[config.mk]
export PLATFORM = sky130hd
export DESIGN_NAME = hpvt_queue
export DESIGN_NICKNAME = d
export VERILOG_FILES = /design/src/design/hpvt_pkg.sv /design/src/design/hpvt_queue.sv
export SDC_FILE = /design/constraint.sdc
export NUM_CORES = 1
export LEC_CHECK = 0
export ABC_AREA = 1
export ABC_CLOCK_PERIOD_IN_PS = 20600
export BUFFER_PORTS_ARGS = -buffer_cell sky130_fd_sc_hd__buf_2
export CORE_AREA = 2 2 253 255
export DETAILED_ROUTE_END_ITERATION = 16
export DIE_AREA = 0 0 255 257
export HOLD_SLACK_MARGIN = 0.1
export PLACE_DENSITY = 0.69
export SLEW_MARGIN = 20
export SYNTH_ARGS = -nofsm -noshare
export SYNTH_HDL_FRONTEND = slang
export SYNTH_SLANG_ARGS = --single-unit
export TNS_END_PERCENT = 20
[constraint.sdc]
create_clock -name clock -period 20.6 [get_ports clock]
set_clock_uncertainty 0.2 [all_clocks]
set_input_delay 2.06 -clock clock [delete_from_list [all_inputs] [get_ports clock]]
set_output_delay 2.06 -clock clock [all_outputs]
set_load 0.05 [all_outputs]
[src/design/hpvt_pkg.sv]
package hpvt_pkg;

   localparam int CW      = 32;            // coordinate width
   localparam int FRAC    = 16;            // fraction bits
   localparam int PROD_W  = 2 * CW;        // exact product
   localparam int OFF_W   = CW + FRAC;     // translation term at 2*FRAC fraction bits
   localparam int SUM_W   = PROD_W + 2;    // three products plus offset
   localparam int RES_W   = SUM_W - FRAC;  // sum after the shift
   localparam int ABS_W   = RES_W;         // magnitude of a shifted sum
   localparam int QUO_W   = CW - 1;        // quotient bits below saturation
   localparam int STEPS   = QUO_W;         // one quotient bit per divider stage
   localparam int SAT_SH  = CW - 1 - FRAC; // integer bits left before saturation
   localparam int QDEPTH  = 4;
   localparam int QPTR_W  = $clog2(QDEPTH);

   localparam logic signed [CW-1:0] ONE_Q = CW'(1) << FRAC;
   localparam logic signed [CW-1:0] MAX_Q = {1'b0, {(CW-1){1'b1}}};
   localparam logic signed [CW-1:0] MIN_Q = {1'b1, {(CW-1){1'b0}}};

   localparam logic [1:0] CMD_LOAD   = 2'd0;
   localparam logic [1:0] CMD_POINT  = 2'd1;
   localparam logic [1:0] CMD_VECTOR = 2'd2;

   localparam logic [1:0] STATUS_OK     = 2'd0;
   localparam logic [1:0] STATUS_SAT    = 2'd1;
   localparam logic [1:0] STATUS_ZERO_W = 2'd2;
   localparam logic [1:0] STATUS_UNUSED = 2'd3;

   // One transform, summed and shifted, on its way to the back end.
   typedef struct packed {
      logic                          point;
      logic                          proj;
      logic [2:0][RES_W-1:0]         r;
      logic [RES_W-1:0]              w;
   } front_item_type;

endpackage

[src/design/hpvt_queue.sv]
module hpvt_queue (
   input  logic                     clock,
   input  logic                     reset,
   input  logic                     q_push,
   input  hpvt_pkg::front_item_type q_wdata,
   output logic                     q_full,
   input  logic                     q_pop,
   output hpvt_pkg::front_item_type q_head,
   output logic                     q_empty
);

   hpvt_pkg::front_item_type       mem_ff [hpvt_pkg::QDEPTH];
   logic [hpvt_pkg::QPTR_W-1:0]    wr_ff, wr_in, rd_ff, rd_in;
   logic [hpvt_pkg::QPTR_W:0]      cnt_ff, cnt_in;
   logic                           do_push, do_pop;

   assign q_full  = (cnt_ff == (hpvt_pkg::QPTR_W+1)'(hpvt_pkg::QDEPTH));
   assign q_empty = (cnt_ff == '0);
   assign q_head  = mem_ff[rd_ff];
   assign do_push = q_push && !q_full;
   assign do_pop  = q_pop && !q_empty;

   always_comb begin
      wr_in  = do_push ? wr_ff + 1'b1 : wr_ff;
      rd_in  = do_pop ? rd_ff + 1'b1 : rd_ff;
      cnt_in = cnt_ff + (hpvt_pkg::QPTR_W+1)'(do_push) - (hpvt_pkg::QPTR_W+1)'(do_pop);
   end

   always_ff @(posedge clock) begin
      if (reset) begin
         wr_ff  <= '0;
         rd_ff  <= '0;
         cnt_ff <= '0;
      end else begin
         wr_ff  <= wr_in;
         rd_ff  <= rd_in;
         cnt_ff <= cnt_in;
      end
   end

   always_ff @(posedge clock) begin
      if (do_push) begin
         mem_ff[wr_ff] <= q_wdata;
      end
   end

endmodule

==> results.json, run 1 <==
{
  "yosys_warnings": 0,
  "syn_area_mm2": 0.03048,
  "die-width_um": 255,
  "nNetsFinal": 2614,
  "p_sw_w": 0.001865,
  "synth_seq_cells": 817,
  "fin_util": 0.5684,
  "ios": 410,
  "hold_end": "rd_ff[0]",
  "p_int_w": 0.003191,
  "hold_depth": 2,
  "drc_errors": 0,
  "mostFrequentLayoutCells": "edfxtp_1, nor2_1, buf_2",
  "path_clk_slew_ns": 0.06,
  "power_w": 0.005056,
  "numPortBuffers": 409,
  "synth_top_area_frac": 0.7961,
  "synth-edff-count": 808,
  "drive_gt1_frac": 0.2240,
  "hp-start": "rd_ff[0]",
  "dr.pass1.iters": 8,
  "cp_max_fo": 211,
  "dpl_cell_area_mm2": 0.03289,
  "grt_first_pass_wirelength_mm": 103.9,
  "grt_antenna_before_repair": 28,
  "cp.arrival_ns": 4.26,
  "yosysUniqueCellTypes": 20,
  "grt.total_usage": 0.2072,
  "num_rows": 92,
  "finalSetupViolCount": 0,
  "initial_core_util": 0.4858,
  "use_met1": 0.2696,
  "critical_path_class": "flop to primary output",
  "pwr-share-seq": 0.410,
  "ys_top_cells_by_area": "edfxtp_1, nor2_1, o21ai_0",
  "synth-async-reset-ratio": 0,
  "yosysTopAreaCell": "edfxtp_1",
  "synthFlopType": "edfxtp_1",
  "swShare": 0.3688,
  "status": "completed",
  "cts_sinks": 817,
  "p_per_area_mw_per_mm2": 141.8,
  "synth_cells": 2022,
  "fin_crit_sh": 0.3166,
  "area_growth_pct": 17.01,
  "relSlewSlack": 0.2638,
  "cts_tree": "yes",
  "cts_setup_buffers": 0,
  "drtAntennaViolNets": 0,
  "multi_input_area_mm2": 0.005070,
  "cts_buffers": 82,
  "rsz0062_at_grt": "false",
  "postCtsHoldBufs": 0,
  "ctsResizeCount": 0,
  "drt-total-wl_mm": 69.36,
  "comb_power_share": 0.299,
  "wl_per_cell_um": 20.78,
  "setup_tns_ns": 0,
  "drtIter0Drc": 1437,
  "critPathLaunchType": "flop",
  "r2r_cells": 6,
  "via_per_inst": 5.542,
  "final_design_area_no_fill_mm2": 0.03566,
  "grt.overflow.total": 0,
  "detailed_place_hpwl_mm": 38.87,
  "clk_path_buf_depth": 3,
  "hold_viol": 0,
  "syn_nets": 2235,
  "vias": 18500,
  "end_kind": "primary output",
  "tightest_slew_ns": 1.104,
  "whs_ns": 0.3035,
  "period_needed_ns": 6.523,
  "grt_use_met3": 0.05260,
  "grt_max_degree": 212,
  "maxCapViolations": 0,
  "r2r_end": "mem_ff[0][111]",
  "max_freq_mhz": 153.3,
  "grt_most_used_layer": "met2",
  "die_y_um": 257,
  "grt_pass1_vias": 17960,
  "nFillCells": 4865,
  "gp_congestion": 0.7742,
  "p_clk_frac": 0.292,
  "cts-root-buf": "clkbuf_16",
  "syn_area_per_cell_um2": 15.07,
  "groute.layer.met2.usage": 0.3336,
  "ir_worst_vdd_v": 0.0001009,
  "r2r-start": "cnt_ff[1]",
  "clk_latency_ns": 0.61,
  "design.core.area_mm2": 0.06274,
  "min_path_type": "flop to flop",
  "die_area_mm2": 0.06554,
  "htree_levels": 3,
  "ys_seq_area_frac": 0.8020,
  "rrSetupSlack_ns": 16.54,
  "p_leak_nw": 12.33,
  "seqCellArea_mm2": 0.02445,
  "layout_commonest_cell": "edfxtp_1",
  "cp.required_ns": 18.34,
  "slew_violations": 0
}
metrics by stage:
step | worst slack, ns | std cells
floorplan | 9.081 | 2022
global placement | 14.78 | 3163
detailed placement | 14.65 | 3163
CTS | 13.96 | 3315
global route | 13.68 | 3331
finish | 14.08 | 3338
state kept, by name (all words and copies together), names as in the netlist, named ones only:
signal  flops
mem_ff    808
cnt_ff      3
rd_ff       2
wr_ff       2
logic make-up after synthesis:
logic type                 after synthesis  share of synthesized area
DFF                                    817                     0.8020
and+or+nand+nor                        434                    0.05362
AOI/OAI and AO/OA                      611                     0.1086
buffers and inverters                  153                    0.03260
adders and majority gates                7                   0.003120
worst max-delay path by stage:
stage                        end  slack, ns  depth (start not counted)
floorplan           mem_ff[0][0]       9.08                          2
global placement     q_head[124]      14.78                          6
detailed placement   q_head[124]      14.65                          6
CTS                  q_head[124]      13.96                          6
global route         q_head[106]      13.68                          6
finish               q_head[124]      14.08                          6
synth_stat cells, types with 6 or more instances:
master,instances
buf_6,29
edfxtp_1,808
inv_1,18
buf_2,19
buf_8,12
o21ai_0,301
nand2_1,12
o21ai_1,103
ha_1,6
o22ai_1,202
nor2_1,418
clkbuf_1,67
dfxtp_1,9
critical path: stages (launching register included):
cell	delay (ns)
dfxtp_4	0.44
clkinv_8	0.60
buf_4	0.90
buf_4	0.89
nor2_1	0.09
o22ai_1	0.28
buf_2	0.32
per-layer routing:
metal	wire, um	share of wire	vias to the layer above
met5	123	0.0018	-
met2	33930	0.49	594
met3	5196	0.075	149
li1	-	-	8466
met4	2167	0.031	18
met1	27950	0.40	9272
final cells by class:
type,count,share of cell area
clock inverter,46,0.01288
clock buffer,106,0.06326
multi-input combinational,1052,0.1422
inverter,20,0.002666
sequential,817,0.6856
tap,846,0.02968
antenna,23,0.001614
timing repair buffer,428,0.06210
power by group through the flow:
stage,logic (W),clock network (W),registers [W]
3_5_place_dp,0.00152,0,0.00211
5_1_grt,0.00160,0.00158,0.00208
6_report,0.00151,0.00147,0.00207
4_1_cts,0.00152,0.00151,0.00207
2_1_floorplan,0.00116,0,0.00215
3_3_place_gp,0.00149,0,0.00210
Note: power is estimated with default switching activity, not from simulation.
==> run 2: changes to the inputs <==
Settings changed: ABC_CLOCK_PERIOD_IN_PS 20600 to 5300, PLACE_DENSITY 0.69 to 0.72.
Clock period 20.6 ns to 5.3 ns, I/O delays scaled along.
==> run 2 against run 1 <==
  * Routed wire length grew 3.8%
  * Final area grew 6.1%
  * Sequential power rose to 3.9 times the previous value
  * Cell count up 5.7%
  * Highest routed layer unchanged
==> results.json, run 2 (synthesized netlist as in run 1, its figures left out) <==
{
  "nFillCells": 4584,
  "drtAntennaViolNets": 0,
  "cp_max_fo": 215,
  "critPathLaunchType": "flop",
  "tightest_slew_ns": 1.077,
  "swShare": 0.3714,
  "preCtsSetupSlack_ns": 1.940,
  "vias": 19470,
  "drtIter0Drc": 1632,
  "grt_max_degree": 216,
  "cts_buffers": 81,
  "drc_errors": 0,
  "max_freq_mhz": 244.4,
  "rrSetupSlack_ns": 2.45,
  "comb_power_share": 0.308,
  "initial_core_util": 0.4858,
  "postCtsHoldBufs": 205,
  "critical_path_class": "flop to primary output",
  "ir_worst_vdd_v": 0.0004555,
  "largest_reg_flops": 808,
  "grt_pass1_vias": 20300,
  "dpl_cell_area_mm2": 0.03304,
  "rsz0062_at_grt": "false",
  "via_per_inst": 5.518,
  "endpoint": "q_head[197]",
  "num_rows": 92,
  "cts-root-buf": "clkbuf_16",
  "grt_antenna_before_repair": 12,
  "p_per_area_mw_per_mm2": 525.4,
  "drive_gt1_frac": 0.2082,
  "maxCapViolations": 0,
  "detailed_place_hpwl_mm": 37.94,
  "r2r_cells": 6,
  "p_clk_frac": 0.289,
  "nNetsFinal": 2822,
  "ios": 410,
  "clk_path_buf_depth": 3,
  "r2r-start": "cnt_ff[1]",
  "period_needed_ns": 4.091,
  "mostFrequentLayoutCells": "edfxtp_1, nor2_1, buf_2",
  "p_int_w": 0.01249,
  "layout_commonest_cell": "edfxtp_1",
  "numPortBuffers": 409,
  "cts_setup_buffers": 0,
  "p_sw_w": 0.007381,
  "setup_ws_ns": 1.209,
  "ctsResizeCount": 0,
  "cts_tree": "yes",
  "final_cells": 3528,
  "cp.arrival_ns": 3.36,
  "slew_violations": 0,
  "power_w": 0.01987,
  "die-width_um": 255,
  "hold_viol": 0,
  "design.core.area_mm2": 0.06274,
  "cts_sinks": 817,
  "final_design_area_no_fill_mm2": 0.03783,
  "grt_first_pass_wirelength_mm": 109.6,
  "status": "completed",
  "end_kind": "primary output",
  "fin_crit_sh": 0.7719,
  "gp_congestion": 0.7866,
  "drt-total-wl_mm": 72.02,
  "multi_input_area_mm2": 0.005070,
  "relSlewSlack": 0.2822,
  "wl_per_cell_um": 20.41,
  "p_leak_nw": 13.24,
  "path_clk_slew_ns": 0.06,
  "die_y_um": 257,
  "grt.overflow.total": 0,
  "finalSetupViolCount": 0,
  "clk_latency_ns": 0.61,
  "seqCellArea_mm2": 0.02445,
  "cp.required_ns": 4.57,
  "dp.cells": 3166,
  "setup_tns_ns": 0,
  "htree_levels": 3,
  "largestRegisters": "mem_ff: 808 flops, cnt_ff: 3 flops",
  "dr.pass1.iters": 5,
  "die_area_mm2": 0.06554,
  "r2r_end": "mem_ff[3][77]",
  "pwr-share-seq": 0.404,
  "largest-register": "mem_ff",
  "grt.total_usage": 0.2157,
  "min_path_type": "flop to flop",
  "area_growth_pct": 24.11
}
## run 2: cell count changes in the layout (fill, tap and decap cells not counted), sizes merged, moves of 3 or more
cell	delta
clkinv	+7
diode	-16
dlygate4sd3	+205
buf	+4
clkbuf	-6
inv	-3
## run 2: power groups by stage
stage          registers (W)  clock network [W]  logic [W]
2_1_floorplan        0.00823                  0    0.00452
3_3_place_gp         0.00812                  0    0.00586
3_5_place_dp         0.00815                  0    0.00595
4_1_cts              0.00802            0.00582    0.00610
5_1_grt              0.00806            0.00608    0.00647
6_report             0.00802            0.00574    0.00612
## run 2: worst min path at each step
stage                     startpoint  endpoint  depth (start not counted)
after floorplan             rd_ff[0]      flop                          2
after global placement      rd_ff[0]      flop                          2
after detailed placement    rd_ff[0]  rd_ff[0]                          2
after CTS                   rd_ff[0]      flop                          2
after global routing        rd_ff[0]  rd_ff[0]                          2
final                       rd_ff[0]      flop                          2
## run 2: worst max-delay path, stage by stage (launching register included)
cell and delay, ns:
dfxtp_4 0.40, buf_12 0.55, buf_12 0.60, o21ai_0 0.24, o22ai_1 0.36, buf_2 0.33
## run 2: cell type report
cell class              instances  area share
clock inverters                49     0.01376
multi-input cells            1052      0.1340
flip-flops and latches        817      0.6464
well taps                     846     0.02798
repair buffers                637      0.1174
inverters                      20    0.002514
diodes                          7   0.0004631
clock buffers                 100     0.05739
## run 2: layer usage
metal	global-route usage	wire [um]	up-vias
met5	0	70	-
met4	0.09519	2474	10
met3	0.05098	5388	164
met2	0.3666	36030	752
met1	0.2619	28050	9684
li1	-	-	8857
## run 2: per-stage QoR
step	util	hold slack, ns
after floorplan	-	0.2481
after global placement	0.5266	0.2579
after detailed placement	0.5266	0.2907
after CTS	0.6022	0.3124
after global routing	0.6029	0.3368
final	0.6029	0.3084
